`config.mk`:
```
export PLATFORM = sky130hd
export DESIGN_NAME = rigid_body_euler_step
export DESIGN_NICKNAME = d
export VERILOG_FILES = /design/src/rtl/core/rbes_pkg.sv /design/src/rtl/core/rigid_body_euler_step.sv /design/src/rtl/core/rbes_dp.sv /design/src/rtl/core/rbes_ctrl.sv
export VERILOG_INCLUDE_DIRS = /design/src /design/src/rtl/core
export SDC_FILE = /design/constraint.sdc
export NUM_CORES = 2
export LEC_CHECK = 0
export ABC_AREA = 0
export BUFFER_PORTS_ARGS = -buffer_cell sky130_fd_sc_hd__buf_2
export CAP_MARGIN = 0
export CORE_UTILIZATION = 55
export CTS_BUF_LIST = sky130_fd_sc_hd__clkbuf_8
export DETAILED_ROUTE_END_ITERATION = 7
export HOLD_SLACK_MARGIN = 0.12
export MAX_ROUTING_LAYER = met4
export PLACE_DENSITY_LB_ADDON = 0.3
export SLEW_MARGIN = 20
export SYNTH_ARGS = -nofsm -noshare
export SYNTH_HDL_FRONTEND = slang
export SYNTH_SLANG_ARGS = --single-unit
```
`constraint.sdc`:
```
create_clock -name clk -period 11.5 [get_ports clk]
set_input_delay 0.575 -clock clk [delete_from_list [all_inputs] [get_ports clk]]
set_output_delay 0.575 -clock clk [all_outputs]
set_load 0.01 [all_outputs]
```
`src/rtl/core/assert_macros.svh`:
```
// assertion macros used by the rigid body step controller
`ifndef ASSERT_MACROS_SVH
`define ASSERT_MACROS_SVH

// property must hold at every clock edge outside reset
`define RBES_ASSERT(label, clk_s, rst_n, prop, msg) \
	label: assert property (@(posedge clk_s) disable iff (!rst_n) prop) else $error(msg);

// condition must never be true outside reset
`define RBES_ASSERT_NEVER(label, clk_s, rst_n, cond, msg) \
	label: assert property (@(posedge clk_s) disable iff (!rst_n) !(cond)) else $error(msg);

`endif

```
`src/rtl/core/rbes_pkg.sv`:
```
// types, constants and helpers of the rigid body euler step block
`default_nettype none
package rbes_pkg;

	localparam logic signed [31:0] ONE_Q16 = 32'sd65536;
	localparam logic [16:0] FACTOR_ONE = 17'h10000;
	localparam logic [63:0] FAST_SQ_LIMIT = 64'd400 << 32;

	typedef enum logic [1:0] {
		KIND_TICK  = 2'd0,
		KIND_FORCE = 2'd1,
		KIND_SET   = 2'd2
	} kind_t;

	typedef enum logic [2:0] {
		REG_MODE     = 3'd0,
		REG_FLOOR    = 3'd1,
		REG_BOUNCE   = 3'd2,
		REG_DRAG     = 3'd3,
		REG_FRICTION = 3'd4,
		REG_GRAVITY  = 3'd5
	} cfg_reg_t;

	typedef enum logic [3:0] {
		MUL_V0_DT,
		MUL_V1_DT,
		MUL_V2_DT,
		MUL_V0_SQ,
		MUL_V1_SQ,
		MUL_V2_SQ,
		MUL_BOUNCE,
		MUL_V0_DRAG,
		MUL_V2_DRAG,
		MUL_V0_FRIC,
		MUL_V2_FRIC,
		MUL_GRAV_DT
	} mul_sel_t;

	typedef enum logic [3:0] {
		WB_NONE,
		WB_POS0,
		WB_POS1,
		WB_POS2,
		WB_ACC_SET,
		WB_ACC_ADD,
		WB_VEL1_BNC,
		WB_VEL0,
		WB_VEL2,
		WB_VEL1_ADD
	} wb_sel_t;

	typedef enum logic [4:0] {
		ST_IDLE,
		ST_DECODE,
		ST_POS0,
		ST_POS1,
		ST_POS2,
		ST_FLOOR,
		ST_SQ0,
		ST_SQ1,
		ST_SQ2,
		ST_SQ3,
		ST_BNC,
		ST_SETV,
		ST_SNAP,
		ST_DRAG1,
		ST_DRAG2,
		ST_FRIC1,
		ST_FRIC2,
		ST_ONF,
		ST_GRAV,
		ST_ADD,
		ST_OUT
	} state_t;

	typedef struct packed {
		mul_sel_t mul_sel;
		wb_sel_t  wb_sel;
		logic     load_item;
		logic     clamp;
		logic     set_fast;
		logic     set_vel;
		logic     snap;
		logic     set_onfloor;
		logic     add_force;
		logic     load_out;
	} cmd_t;

	typedef struct packed {
		logic [1:0] kind;
		logic       enabled;
		logic       drag_en;
		logic       grav_en;
		logic       hit;
		logic       snap;
		logic       on_floor;
	} status_t;

	// factors above one count as one
	function automatic logic [16:0] sat_factor(input logic [16:0] f);
		sat_factor = (f > FACTOR_ONE) ? FACTOR_ONE : f;
	endfunction

endpackage
`default_nettype wire

```
`src/rtl/core/rigid_body_euler_step.sv`:
```
// one rigid body stepped by explicit euler ticks with a bouncing floor
// usage:
//  item channel (item_valid/item_stall) carries kind, vec_x/y/z and time_step;
//  the item is taken at an edge with item_valid high and item_stall low.
//  result channel (result_valid/result_stall) returns one result per item:
//  position, velocity and the hit_floor, fast_impact, became_still flags.
//  config channel (cfg_valid/cfg_ready, cfg_index, cfg_data) writes the six
//  registers; cfg_ready is always high, writes belong between items.
// sequencing: one shared 33x33 multiplier is stepped by the controller, one
//  product per cycle, so an item takes longer the more multiplies it needs.
//  add force is shorter than set velocity, an enabled tick is longer still
//  (floor hit, drag with friction and gravity are the long path), and a
//  disabled tick or the unused kind 3 is the shortest;
//  the result is valid in the cycle after the output register is loaded.
// reset: arst_n clears position, velocity, on-floor state and the six config registers.
// stall: a finished result waits in the output register; the next item is
//  still taken, and its own result waits until the previous one is taken.
`default_nettype none
module rigid_body_euler_step (
	input  wire logic               clk,
	input  wire logic               arst_n,
	input  wire logic               item_valid,
	output logic                    item_stall,
	input  wire logic [1:0]         kind,
	input  wire logic signed [31:0] vec_x,
	input  wire logic signed [31:0] vec_y,
	input  wire logic signed [31:0] vec_z,
	input  wire logic [19:0]        time_step,
	output logic                    result_valid,
	input  wire logic               result_stall,
	output logic signed [31:0]      pos_x,
	output logic signed [31:0]      pos_y,
	output logic signed [31:0]      pos_z,
	output logic signed [31:0]      vel_x,
	output logic signed [31:0]      vel_y,
	output logic signed [31:0]      vel_z,
	output logic                    hit_floor,
	output logic                    fast_impact,
	output logic                    became_still,
	input  wire logic               cfg_valid,
	output logic                    cfg_ready,
	input  wire logic [2:0]         cfg_index,
	input  wire logic [31:0]        cfg_data
);

	rbes_pkg::cmd_t cmd;
	rbes_pkg::status_t status;

	assign cfg_ready = 1'b1;

	rbes_ctrl u_ctrl (
		.clk          (clk),
		.arst_n       (arst_n),
		.item_valid   (item_valid),
		.item_stall   (item_stall),
		.result_valid (result_valid),
		.result_stall (result_stall),
		.status       (status),
		.cmd          (cmd)
	);

	rbes_dp u_dp (
		.clk          (clk),
		.arst_n       (arst_n),
		.cmd          (cmd),
		.status       (status),
		.cfg_we       (cfg_valid && cfg_ready),
		.cfg_index    (cfg_index),
		.cfg_data     (cfg_data),
		.kind         (kind),
		.vec_x        (vec_x),
		.vec_y        (vec_y),
		.vec_z        (vec_z),
		.time_step    (time_step),
		.pos_x        (pos_x),
		.pos_y        (pos_y),
		.pos_z        (pos_z),
		.vel_x        (vel_x),
		.vel_y        (vel_y),
		.vel_z        (vel_z),
		.hit_floor    (hit_floor),
		.fast_impact  (fast_impact),
		.became_still (became_still)
	);

endmodule
`default_nettype wire

```
`src/rtl/core/rbes_dp.sv`:
```
// datapath: body state, config registers, shared multiplier and result register
`default_nettype none
module rbes_dp (
	input  wire logic                clk,
	input  wire logic                arst_n,
	input  wire rbes_pkg::cmd_t      cmd,
	output rbes_pkg::status_t        status,
	input  wire logic                cfg_we,
	input  wire logic [2:0]          cfg_index,
	input  wire logic [31:0]         cfg_data,
	input  wire logic [1:0]          kind,
	input  wire logic signed [31:0]  vec_x,
	input  wire logic signed [31:0]  vec_y,
	input  wire logic signed [31:0]  vec_z,
	input  wire logic [19:0]         time_step,
	output logic signed [31:0]       pos_x,
	output logic signed [31:0]       pos_y,
	output logic signed [31:0]       pos_z,
	output logic signed [31:0]       vel_x,
	output logic signed [31:0]       vel_y,
	output logic signed [31:0]       vel_z,
	output logic                     hit_floor,
	output logic                     fast_impact,
	output logic                     became_still
);

	logic [3:0] mode_q;
	logic [31:0] floor_q;
	logic [16:0] bounce_q;
	logic [16:0] drag_q;
	logic [16:0] friction_q;
	logic [31:0] grav_q;

	logic [1:0] kind_q;
	logic [31:0] vec_q [3];
	logic [19:0] dt_q;

	logic [31:0] pos_q [3];
	logic [31:0] vel_q [3];
	logic on_floor_q;
	logic hit_q;
	logic fast_q;
	logic still_q;

	logic [63:0] prod_q;
	logic [63:0] acc_q;

	logic signed [32:0] mul_a;
	logic signed [32:0] mul_b;
	logic signed [65:0] mul_p;
	logic [31:0] q16;
	logic [31:0] bnc;
	logic [16:0] keep_d;
	logic [16:0] keep_f;
	logic small_x;
	logic small_z;
	rbes_pkg::cfg_reg_t cfg_reg;

	assign keep_d = rbes_pkg::FACTOR_ONE - rbes_pkg::sat_factor(drag_q);
	assign keep_f = rbes_pkg::FACTOR_ONE - rbes_pkg::sat_factor(friction_q);
	assign q16 = prod_q[47:16];
	// bounce results under one settle to rest
	assign bnc = ($signed(q16) < rbes_pkg::ONE_Q16) ? 32'd0 : q16;

	assign small_x = ($signed(vel_q[0]) < rbes_pkg::ONE_Q16)
		&& ($signed(vel_q[0]) > -rbes_pkg::ONE_Q16);
	assign small_z = ($signed(vel_q[2]) < rbes_pkg::ONE_Q16)
		&& ($signed(vel_q[2]) > -rbes_pkg::ONE_Q16);

	always_comb begin
		status.kind = kind_q;
		status.enabled = mode_q[0];
		status.drag_en = mode_q[2];
		status.grav_en = mode_q[3];
		status.hit = mode_q[1] && ($signed(pos_q[1]) < $signed(floor_q));
		status.snap = small_x && small_z;
		status.on_floor = on_floor_q;
	end

	// shared multiplier operand selection
	always_comb begin
		mul_a = '0;
		mul_b = '0;
		case (cmd.mul_sel)
			rbes_pkg::MUL_V0_DT: begin
				mul_a = {vel_q[0][31], vel_q[0]};
				mul_b = {13'd0, dt_q};
			end
			rbes_pkg::MUL_V1_DT: begin
				mul_a = {vel_q[1][31], vel_q[1]};
				mul_b = {13'd0, dt_q};
			end
			rbes_pkg::MUL_V2_DT: begin
				mul_a = {vel_q[2][31], vel_q[2]};
				mul_b = {13'd0, dt_q};
			end
			rbes_pkg::MUL_V0_SQ: begin
				mul_a = {vel_q[0][31], vel_q[0]};
				mul_b = {vel_q[0][31], vel_q[0]};
			end
			rbes_pkg::MUL_V1_SQ: begin
				mul_a = {vel_q[1][31], vel_q[1]};
				mul_b = {vel_q[1][31], vel_q[1]};
			end
			rbes_pkg::MUL_V2_SQ: begin
				mul_a = {vel_q[2][31], vel_q[2]};
				mul_b = {vel_q[2][31], vel_q[2]};
			end
			rbes_pkg::MUL_BOUNCE: begin
				mul_a = 33'sd0 - $signed({vel_q[1][31], vel_q[1]});
				mul_b = {16'd0, rbes_pkg::sat_factor(bounce_q)};
			end
			rbes_pkg::MUL_V0_DRAG: begin
				mul_a = {vel_q[0][31], vel_q[0]};
				mul_b = {16'd0, keep_d};
			end
			rbes_pkg::MUL_V2_DRAG: begin
				mul_a = {vel_q[2][31], vel_q[2]};
				mul_b = {16'd0, keep_d};
			end
			rbes_pkg::MUL_V0_FRIC: begin
				mul_a = {vel_q[0][31], vel_q[0]};
				mul_b = {16'd0, keep_f};
			end
			rbes_pkg::MUL_V2_FRIC: begin
				mul_a = {vel_q[2][31], vel_q[2]};
				mul_b = {16'd0, keep_f};
			end
			rbes_pkg::MUL_GRAV_DT: begin
				mul_a = {grav_q[31], grav_q};
				mul_b = {13'd0, dt_q};
			end
			default: begin
				mul_a = '0;
				mul_b = '0;
			end
		endcase
	end

	assign mul_p = mul_a * mul_b;
	assign cfg_reg = rbes_pkg::cfg_reg_t'(cfg_index);

	always_ff @(posedge clk) begin
		prod_q <= mul_p[63:0];
		if (cmd.load_item) begin
			kind_q <= kind;
			vec_q[0] <= vec_x;
			vec_q[1] <= vec_y;
			vec_q[2] <= vec_z;
			dt_q <= time_step;
		end
		case (cmd.wb_sel)
			rbes_pkg::WB_ACC_SET: acc_q <= prod_q;
			rbes_pkg::WB_ACC_ADD: acc_q <= acc_q + prod_q;
			default: acc_q <= acc_q;
		endcase
		if (cmd.load_out) begin
			pos_x <= pos_q[0];
			pos_y <= pos_q[1];
			pos_z <= pos_q[2];
			vel_x <= vel_q[0];
			vel_y <= vel_q[1];
			vel_z <= vel_q[2];
			hit_floor <= hit_q;
			fast_impact <= fast_q;
			became_still <= still_q;
		end
	end

	always_ff @(posedge clk or negedge arst_n) begin
		if (!arst_n) begin
			mode_q <= '0;
			floor_q <= '0;
			bounce_q <= '0;
			drag_q <= '0;
			friction_q <= '0;
			grav_q <= '0;
		end else if (cfg_we) begin
			case (cfg_reg)
				rbes_pkg::REG_MODE:     mode_q <= cfg_data[3:0];
				rbes_pkg::REG_FLOOR:    floor_q <= cfg_data;
				rbes_pkg::REG_BOUNCE:   bounce_q <= cfg_data[16:0];
				rbes_pkg::REG_DRAG:     drag_q <= cfg_data[16:0];
				rbes_pkg::REG_FRICTION: friction_q <= cfg_data[16:0];
				rbes_pkg::REG_GRAVITY:  grav_q <= cfg_data;
				default: ;
			endcase
		end
	end

	always_ff @(posedge clk or negedge arst_n) begin
		if (!arst_n) begin
			pos_q[0] <= '0;
			pos_q[1] <= '0;
			pos_q[2] <= '0;
			vel_q[0] <= '0;
			vel_q[1] <= '0;
			vel_q[2] <= '0;
			on_floor_q <= 1'b0;
			hit_q <= 1'b0;
			fast_q <= 1'b0;
			still_q <= 1'b0;
		end else begin
			if (cmd.load_item) begin
				hit_q <= 1'b0;
				fast_q <= 1'b0;
				still_q <= 1'b0;
			end
			if (cmd.wb_sel == rbes_pkg::WB_POS0)
				pos_q[0] <= pos_q[0] + q16;
			if (cmd.wb_sel == rbes_pkg::WB_POS1)
				pos_q[1] <= pos_q[1] + q16;
			if (cmd.wb_sel == rbes_pkg::WB_POS2)
				pos_q[2] <= pos_q[2] + q16;
			if (cmd.clamp) begin
				pos_q[1] <= floor_q;
				hit_q <= 1'b1;
			end
			if (cmd.set_fast)
				fast_q <= (acc_q > rbes_pkg::FAST_SQ_LIMIT);
			if (cmd.snap) begin
				vel_q[0] <= '0;
				vel_q[2] <= '0;
				still_q <= (vel_q[1] == 32'd0);
			end
			if (cmd.set_onfloor)
				on_floor_q <= (vel_q[1] == 32'd0);
			case (cmd.wb_sel)
				rbes_pkg::WB_VEL0:     vel_q[0] <= q16;
				rbes_pkg::WB_VEL2:     vel_q[2] <= q16;
				rbes_pkg::WB_VEL1_BNC: vel_q[1] <= bnc;
				rbes_pkg::WB_VEL1_ADD: vel_q[1] <= vel_q[1] + q16;
				default: ;
			endcase
			if (cmd.add_force) begin
				vel_q[0] <= vel_q[0] + vec_q[0];
				vel_q[1] <= vel_q[1] + vec_q[1];
				vel_q[2] <= vel_q[2] + vec_q[2];
			end
			if (cmd.set_vel) begin
				vel_q[0] <= vec_q[0];
				vel_q[1] <= vec_q[1];
				vel_q[2] <= vec_q[2];
			end
		end
	end

endmodule
`default_nettype wire

```
`src/rtl/core/rbes_ctrl.sv`:
```
// controller: sequences the shared multiplier and state updates for one item
`default_nettype none
`include "assert_macros.svh"
module rbes_ctrl (
	input  wire logic               clk,
	input  wire logic               arst_n,
	input  wire logic               item_valid,
	output logic                    item_stall,
	output logic                    result_valid,
	input  wire logic               result_stall,
	input  wire rbes_pkg::status_t  status,
	output rbes_pkg::cmd_t          cmd
);

	rbes_pkg::state_t state_q;
	rbes_pkg::state_t state_d;
	logic out_valid_q;
	logic out_free;

	assign out_free = !(out_valid_q && result_stall);
	assign result_valid = out_valid_q;
	assign item_stall = (state_q != rbes_pkg::ST_IDLE);

	always_comb begin
		state_d = state_q;
		case (state_q)
			rbes_pkg::ST_IDLE:
				if (item_valid)
					state_d = rbes_pkg::ST_DECODE;
			rbes_pkg::ST_DECODE: begin
				if (status.kind == rbes_pkg::KIND_TICK)
					state_d = status.enabled ? rbes_pkg::ST_POS0 : rbes_pkg::ST_OUT;
				else if (status.kind == rbes_pkg::KIND_FORCE)
					state_d = rbes_pkg::ST_ADD;
				else if (status.kind == rbes_pkg::KIND_SET)
					state_d = rbes_pkg::ST_SQ0;
				else
					state_d = rbes_pkg::ST_OUT;
			end
			rbes_pkg::ST_POS0:  state_d = rbes_pkg::ST_POS1;
			rbes_pkg::ST_POS1:  state_d = rbes_pkg::ST_POS2;
			rbes_pkg::ST_POS2:  state_d = rbes_pkg::ST_FLOOR;
			rbes_pkg::ST_FLOOR: state_d = status.hit ? rbes_pkg::ST_SQ0 : rbes_pkg::ST_SNAP;
			rbes_pkg::ST_SQ0:   state_d = rbes_pkg::ST_SQ1;
			rbes_pkg::ST_SQ1:   state_d = rbes_pkg::ST_SQ2;
			rbes_pkg::ST_SQ2:   state_d = rbes_pkg::ST_SQ3;
			rbes_pkg::ST_SQ3:
				state_d = (status.kind == rbes_pkg::KIND_TICK) ? rbes_pkg::ST_BNC
					: rbes_pkg::ST_SETV;
			rbes_pkg::ST_BNC:   state_d = rbes_pkg::ST_SNAP;
			rbes_pkg::ST_SETV:  state_d = rbes_pkg::ST_OUT;
			rbes_pkg::ST_SNAP: begin
				// a snapped body has no horizontal speed left to drag
				if (!status.snap && status.drag_en)
					state_d = rbes_pkg::ST_DRAG1;
				else
					state_d = rbes_pkg::ST_ONF;
			end
			rbes_pkg::ST_DRAG1: state_d = rbes_pkg::ST_DRAG2;
			rbes_pkg::ST_DRAG2:
				state_d = status.on_floor ? rbes_pkg::ST_FRIC1 : rbes_pkg::ST_ONF;
			rbes_pkg::ST_FRIC1: state_d = rbes_pkg::ST_FRIC2;
			rbes_pkg::ST_FRIC2: state_d = rbes_pkg::ST_ONF;
			rbes_pkg::ST_ONF:
				state_d = status.grav_en ? rbes_pkg::ST_GRAV : rbes_pkg::ST_OUT;
			rbes_pkg::ST_GRAV:  state_d = rbes_pkg::ST_OUT;
			rbes_pkg::ST_ADD:   state_d = rbes_pkg::ST_OUT;
			rbes_pkg::ST_OUT:
				if (out_free)
					state_d = rbes_pkg::ST_IDLE;
			default: state_d = rbes_pkg::ST_IDLE;
		endcase
	end

	// each state issues at most one multiply; a product is only retired by the state after its issue
	always_comb begin
		cmd = '0;
		cmd.mul_sel = rbes_pkg::MUL_V0_DT;
		cmd.wb_sel = rbes_pkg::WB_NONE;
		case (state_q)
			rbes_pkg::ST_IDLE: cmd.load_item = item_valid;
			rbes_pkg::ST_DECODE: ;
			rbes_pkg::ST_POS0: cmd.mul_sel = rbes_pkg::MUL_V0_DT;
			rbes_pkg::ST_POS1: begin
				cmd.wb_sel = rbes_pkg::WB_POS0;
				cmd.mul_sel = rbes_pkg::MUL_V1_DT;
			end
			rbes_pkg::ST_POS2: begin
				cmd.wb_sel = rbes_pkg::WB_POS1;
				cmd.mul_sel = rbes_pkg::MUL_V2_DT;
			end
			rbes_pkg::ST_FLOOR: begin
				cmd.wb_sel = rbes_pkg::WB_POS2;
				cmd.clamp = status.hit;
			end
			rbes_pkg::ST_SQ0: cmd.mul_sel = rbes_pkg::MUL_V0_SQ;
			rbes_pkg::ST_SQ1: begin
				cmd.wb_sel = rbes_pkg::WB_ACC_SET;
				cmd.mul_sel = rbes_pkg::MUL_V1_SQ;
			end
			rbes_pkg::ST_SQ2: begin
				cmd.wb_sel = rbes_pkg::WB_ACC_ADD;
				cmd.mul_sel = rbes_pkg::MUL_V2_SQ;
			end
			rbes_pkg::ST_SQ3: begin
				cmd.wb_sel = rbes_pkg::WB_ACC_ADD;
				cmd.mul_sel = rbes_pkg::MUL_BOUNCE;
			end
			rbes_pkg::ST_BNC: begin
				cmd.wb_sel = rbes_pkg::WB_VEL1_BNC;
				cmd.set_fast = 1'b1;
			end
			rbes_pkg::ST_SETV: begin
				cmd.set_fast = 1'b1;
				cmd.set_vel = 1'b1;
			end
			rbes_pkg::ST_SNAP: begin
				cmd.snap = status.snap;
				cmd.mul_sel = rbes_pkg::MUL_V0_DRAG;
			end
			rbes_pkg::ST_DRAG1: begin
				cmd.wb_sel = rbes_pkg::WB_VEL0;
				cmd.mul_sel = rbes_pkg::MUL_V2_DRAG;
			end
			rbes_pkg::ST_DRAG2: begin
				cmd.wb_sel = rbes_pkg::WB_VEL2;
				cmd.mul_sel = rbes_pkg::MUL_V0_FRIC;
			end
			rbes_pkg::ST_FRIC1: begin
				cmd.wb_sel = rbes_pkg::WB_VEL0;
				cmd.mul_sel = rbes_pkg::MUL_V2_FRIC;
			end
			rbes_pkg::ST_FRIC2: cmd.wb_sel = rbes_pkg::WB_VEL2;
			rbes_pkg::ST_ONF: begin
				cmd.set_onfloor = 1'b1;
				cmd.mul_sel = rbes_pkg::MUL_GRAV_DT;
			end
			rbes_pkg::ST_GRAV: cmd.wb_sel = rbes_pkg::WB_VEL1_ADD;
			rbes_pkg::ST_ADD: cmd.add_force = 1'b1;
			rbes_pkg::ST_OUT: cmd.load_out = out_free;
			default: ;
		endcase
	end

	always_ff @(posedge clk or negedge arst_n) begin
		if (!arst_n) begin
			state_q <= rbes_pkg::ST_IDLE;
			out_valid_q <= 1'b0;
		end else begin
			state_q <= state_d;
			out_valid_q <= cmd.load_out || (out_valid_q && result_stall);
		end
	end

	`RBES_ASSERT_NEVER(a_no_overwrite, clk, arst_n, cmd.load_out && out_valid_q && result_stall, "result register overwritten while stalled")
	`RBES_ASSERT(a_accept_decode, clk, arst_n, (item_valid && !item_stall) |=> (state_q == rbes_pkg::ST_DECODE), "accepted item not decoded")
	`RBES_ASSERT(a_bounce_order, clk, arst_n, (state_q == rbes_pkg::ST_BNC) |-> ($past(state_q) == rbes_pkg::ST_SQ3), "bounce without speed check")

endmodule
`default_nettype wire
```
* After elaboration in Yosys (flattened, before gate mapping)
Memories as Yosys holds them, arrays and structs flattened.
Index checks and enable logic that the tools add are counted.
W data, S select, Z words.
** Word-level totals
- Bits of input ports :: 158
- Output and inout port bits :: 198
- Logic and storage cells :: 187
- Memories :: 1
- Bits in latches :: 0
- ROM bits :: 0
- Memory bits (writable) :: 96
- Register bits :: 666
** Memory list
- u_dp.vec_q :: depth 3, width 32, rd ports 3, clocked after Yosys merged registers in 0, wr ports 3, RTL line rbes_dp.sv:35 : logic [31:0] vec_q [3];
** Cells by class
- Shift operators :: 0
- $add $sub $neg :: 11
- Divide/modulo/power cells :: 0
- Bitwise logic cells :: 0
- Reductions and logical operators :: 41
- Muxes and demuxes :: 43
- Magnitude comparators :: 10
- Multipliers :: 1
- Equal/unequal tests :: 49
** Operators with widths (number)
- $pmux W33 S7 :: 1
- $add A32 B32 Y32 :: 7
- $mux W32 :: 6
- $mux W96 :: 2
- $pmux W33 S5 :: 1
- $pmux W64 S2 :: 1
- $lt A32 B18 Y1 const B :: 3
- $pmux W5 S19 :: 1
- $add A64 B64 Y64 :: 1
- $gt A32 B17 Y1 const B :: 2
- $gt A64 B41 Y1 const B :: 1
- $mul A33 B33 Y64 :: 1
- $pmux W32 S2 :: 1
- $gt A17 B17 Y1 const B :: 3
- $mux W17 :: 3
- $pmux W4 S11 :: 1
- $eq A5 B4 Y1 const B :: 8
- $mux W5 :: 8
- $pmux W4 S9 :: 1
- $sub A17 B17 Y17 const A :: 2
- $sub A1 B32 Y33 const A :: 1
- $eq A4 B3 Y1 const B :: 8
- $logic_not A32 Y1 :: 1
- $lt A32 B32 Y1 :: 1
- 30 further kinds :: 90

* Logic depth before layout (Yosys ltp)
- Depth in word-level cells :: 8
- Depth in mapped cells :: 42
- Gate-level depth less buffers :: 38

* By module
Synthesis repeated with hierarchy kept, for this count alone.
** Second synthesis, totals
- Cell total of the unflattened synthesis :: 8643
- Area total of the unflattened synthesis :: 82138.8 µm²
** By module, submodules not included
- rbes_dp :: sequential area each 20484.6 µm², area an instance 81275.4 µm², instances 1, cells an instance 8519
- rbes_ctrl :: sequential area each 150.1 µm², area an instance 852.1 µm², instances 1, cells an instance 122
- rigid_body_euler_step :: sequential area each 0.0 µm², area an instance 11.3 µm², instances 1, cells an instance 2

* Worst setup path after synthesis
No wires, ideal clock.
- Kind :: reg2reg
- Start :: reg u_ctrl.state_q[2]
- End :: reg u_dp.became_still, enable pin
- Buffers on the path :: 3
- Path slack :: 0.138 ns
- Setup time :: 0.815 ns
- Arrival time :: 10.547 ns
- Data required time :: 10.685 ns
- Stages on the path, launching flop included :: 6
- Clock period less this slack :: 11.362 ns
- Cell sequence :: dfrtp_1 -> buf_2 -> clkbuf_1 -> clkbuf_1 -> nand3_1 -> a21oi_1
** RTL lines
- start, declared :: RTL line rbes_ctrl.sv:15 : rbes_pkg::state_t state_q;
- start signal, assigned :: RTL line rbes_ctrl.sv:147 : state_q <= rbes_pkg::ST_IDLE;
- start signal, assigned :: RTL line rbes_ctrl.sv:150 : state_q <= state_d;
- end signal, assigned :: RTL line rbes_dp.sv:166 : became_still <= still_q;
- end, declared :: RTL line rbes_dp.sv:24 : output logic became_still

* Worst setup path after layout
- Start :: reg u_dp.vel_q[33] (netlist bit)
- End :: reg u_dp.prod_q[40]
** On the way
- Longest elaborated chain between the ends :: 3
- Elaborated cells between the ends (all ways) :: 4
- Those cells by class :: add/sub: 1; mul: 1; mux: 2
** RTL lines
- start, declared :: RTL line rbes_dp.sv:39 : logic [31:0] vel_q [3];
- $sub A1 B32 Y33 :: RTL line rbes_dp.sv:110 : mul_a = 33'sd0 - $signed({vel_q[1][31], vel_q[1]});
- $pmux W33 S5 :: RTL line rbes_dp.sv:84 : case (cmd.mul_sel)
- $mul A33 B33 Y64 * :: RTL line rbes_dp.sv:140 : assign mul_p = mul_a * mul_b;
- named net u_dp.mul_p[40] :: RTL line rbes_dp.sv:50 : logic signed [65:0] mul_p;
- end signal, assigned :: RTL line rbes_dp.sv:144 : prod_q <= mul_p[63:0];
- end, declared :: RTL line rbes_dp.sv:45 : logic [63:0] prod_q;
Mark *: on every way through the listed nets, which the timed path passes. The rest lies on a longest branch.
A chain may end at the register's enable or synchronous reset.

==> parameters.txt <==
Parameter                              Value

Flow run
  Max-cap violations    0

Final layout
  Reg area    0.0206 mm2
  Most frequent standard cell in the layout excluding fill and tap cells    inv_1
  Total area of multi-input combinational cells    0.0554 mm2
  Total non-filler cell area in the finished layout    roughly 0.091 mm2
  Filler-free cell count of the finished design    11200
  Ratio of cells with drive above 1 in the final layout    between 10% and 20%
  Final net count    10900
  Commonest non-fill, non-tap cells in the layout    inv_1 (1375), fa_1 (1133), nand2_1 (1057), nor2_1 (677), ha_1 (530)
  Fill cell count    12400
  Synthesis-to-finish area growth    11.2%

Critical path
  Crit path largest cell delay    around 0.75 ns
  Cell class contributing the biggest share of worst-path delay    adder cells
  Maximum fanout along the worst path    7
  Critical path endpoint category    register
  Logic depth of the worst register-to-register path    34
  Setup Crit Path Kind    reg2reg
  Data arrival time at the worst-slack endpoint    11.93 ns
  Number of cells on the critical path    34
  Required time at the worst-slack endpoint    12.17 ns
  Most Frequent Cell on Critical Path    fa_1
  Slowest-stage cell, CP    a21oi_1
  Critical path launch point type    register
  Buffer and inverter count on the worst path    6

STA
  Highest achievable clock rate    approximately 89 MHz
  Final setup violation count    0
  Total negative slack for setup checks    0 ns
  Setup Skew    between 0.08 and 0.09 ns
  Normalized max-slew margin    between 10% and 20%
  Worst Tran Pin Value    around 1.2 ns
  Final Cycle Share    98.0%
  Period minus WS final    11.27 ns
  Worst path setup slack after routing    ~0.23 ns
  Setup repair after global routing missed its margin    no
  Final count of pins violating max slew    0
  Final Hold Fails    0

Synthesis
  Main combinational cell family by area after synthesis    adder cells
  Area share of and/or/nand/nor cells after synthesis    roughly an eighth
  Synth cell types    90
  Cell types occupying the most area after synthesis    fa_1 (28%), edfxtp_1 (14%), dfrtp_1 (9.8%)
  Fraction of the yosys area taken by sequential cells    ~25%
  XOR/XNOR share of the synthesized area    3.48%
  Yosys reg bits    ~760
  EDFF count, synth    between 300 and 400
  Largest area contributor in the synthesized netlist    fa_1
  Fraction of registers with async set or reset after synthesis    about 42%
  Post-synthesis cell count    between 8000 and 9000
  Average instance area after synthesis    between 9 and 10 um2
  Adder-cell share of the synthesized area    between 30% and 40%
  Warning count from the yosys run    0
  Syn_nets    between 10000 and 15000
  Synth Area in Compound Gates    a little over an eighth
  Multiplexer fraction of the synthesized cell area    roughly 1.6%
  Cell area after synthesis    0.0821 mm2
  Ys flop type    edfxtp_1
  Top cell type's share of synthesized area    between 20 and 30%

Floorplan
  Placeable Area    0.148 mm2
  Die area    around 0.15 mm2
  # rows    141
  Y dimension of the die    between 300 and 400 um
  Starting density of the core    a little under three fifths
  Ports    356
  DIE WIDTH    about 390 um

Hold path
  Hold Path Stages    3
  Kind of path behind the tightest hold check    in2reg

Clock network
  Root buffer cell    clkbuf_8
  Number of buffers inserted during clock tree synthesis    ~120
  Buffers from clock root to sink, at most    3
  CTS tree    yes
  Clock slew at reported path FFs    roughly 0.080 ns
  Later-pin clock latency in the skew report    approximately 0.90 ns
  H-Tree Level Count    3
  Number of sinks driven by the clock tree    between 700 and 800

Global route
  Global-route wire length before repair    roughly 430000 um
  Overall overflow remaining after global route    0
  Maximum number of pins on one net before global-route repair    90
  Antenna violations before repair    22
  Number of global-route vias before repair    around 70000
  Global routing usage summed across all routing layers    between 30% and 40%

Outcome
  Outcome    finished with violations
  Violations in the final reports    design-rule violations

Drt
  Initial detailed-routing violation count    7815
  Sum of routed wire length over all layers    290000 um
  DR vias/cell    6.19
  Routed Antenna Nets    0
  Total iterations of the first detailed-routing run    8
  Post-DR wirelength/cell    ~26 um
  DRC violation count after routing    9
  Via count    ~69000

Placed design
  Final GP Congestion    between 1 and 1.5
  Total cell area at the placement stage    0.0872 mm2
  Final HPWL DP    227000 um
  Port bufs    around 350
  Placed cells    about 11000
  Pre-CTS worst setup slack    around 0.21 ns
[worst register-to-register path: cells and delay by family, from the launching register on]
kind                       cells  cell delay (ns)
DFF                            1             0.47
buffers and inverters          6             0.92
AOI/OAI and AO/OA              8             1.87
and+or+nand+nor                9             2.81
adders and majority gates     10             4.78
muxes                          1             0.19
[sequential cells by signal, summed over array words and instances, names as in the netlist, 2 cells and up]
name and cells:
u_ctrl.state_q 5, u_dp.acc_q 64, u_dp.bounce_q 17, u_dp.drag_q 17, u_dp.dt_q 20, u_dp.floor_q 32, u_dp.friction_q 17, u_dp.grav_q 32
u_dp.kind_q 2, u_dp.mode_q 4, u_dp.pos_q 96, u_dp.pos_x 32, u_dp.pos_y 32, u_dp.pos_z 32, u_dp.prod_q 64, u_dp.vec_q 96
u_dp.vel_q 96, u_dp.vel_x 32, u_dp.vel_y 32, u_dp.vel_z 32
[cell usage after synthesis (36+ instances only)]
| library cell | n |
|---|---|
| xnor2_1 | 193 |
| and2_1 | 42 |
| nor4_1 | 59 |
| nor3_1 | 105 |
| dfrtp_1 | 321 |
| a21o_1 | 167 |
| ha_1 | 530 |
| nor2_1 | 687 |
| clkbuf_1 | 330 |
| o21bai_1 | 36 |
| a31oi_1 | 44 |
| o21ai_0 | 414 |
| nand2_1 | 1059 |
| mux2_2 | 98 |
| a22oi_1 | 79 |
| a222oi_1 | 69 |
| a21oi_1 | 325 |
| nand4_1 | 58 |
| a211oi_1 | 48 |
| nor2b_1 | 37 |
| inv_1 | 1338 |
| xor2_1 | 133 |
| o21a_1 | 69 |
| edfxtp_1 | 377 |
| or3_1 | 39 |
| nand3_1 | 108 |
| nand2b_1 | 106 |
| and3_1 | 40 |
| a221o_1 | 61 |
| dfxtp_1 | 64 |
| fa_1 | 1133 |
| a221oi_1 | 37 |
[final timing paths]
check | to | slack [ns] | from
min in group asynchronous | u_dp.pos_q[22]$_DFFE_PN0N_ | 0.29 | arst_n
worst min register to register | u_dp.pos_x[26]$_DFFE_PP_ | 0.44 | u_dp.pos_q[90]$_DFFE_PN0N_
worst max register to register | u_dp.prod_q[40]$_DFF_P_ | 0.23 | u_dp.vel_q[33]$_DFFE_PN0P_
worst min-delay path | u_dp.floor_q[11]$_DFFE_PN0P_ | 0.20 | cfg_data[11]
worst max-delay path | u_dp.prod_q[40]$_DFF_P_ | 0.23 | u_dp.vel_q[33]$_DFFE_PN0P_
max in group asynchronous | u_dp.drag_q[12]$_DFFE_PN0P_ | 8.72 | arst_n
[final cells by class]
cell class	instances	share of cell area, %
Timing Repair Buffer	761	5.77
Multi-Input combinational cell	6143	60.7
Clock buffer	137	2.07
Clock inverter	85	0.640
Sequential cell	762	22.6
Tap cell	1930	2.64
Antenna cell	24	0.0658
Inverter	1340	5.51
[cells by family after synthesis]
kind of cell | count (synthesis)
buf+inv | 1714
other cells | 1
xor+xnor | 326
fa+ha+maj | 1663
compound gates | 1599
flops | 762
simple gates | 2438
mux | 116
[per-layer routing]
metal	track usage [%]	wire length, um
met3	11.3	36400
met5	-	0
met4	22.4	19900
met2	57.9	127000
met1	49.6	107000
[timing repair]
action | in CTS | in global routing
setup endpoints to repair | 0 | 24
buffers inserted | 0 | 0
hold endpoints to repair | 277 | 0
hold buffers | 151 | 0
gates resized for setup | 0 | 15
[per-stage QoR]
| stage | hold WS (ns) | utilization [%] |
|---|---|---|
| global placement | 0.443 | 58.9 |
| CTS | 0.120 | 61.6 |
| detailed placement | 0.458 | 58.9 |
| finish | 0.197 | 61.7 |
| global route | 0.151 | 61.7 |
| floorplan | 0.279 | - |
Power is not shown: default switching activity piles up to over one toggle a cycle in this logic, so the estimate is an artifact.
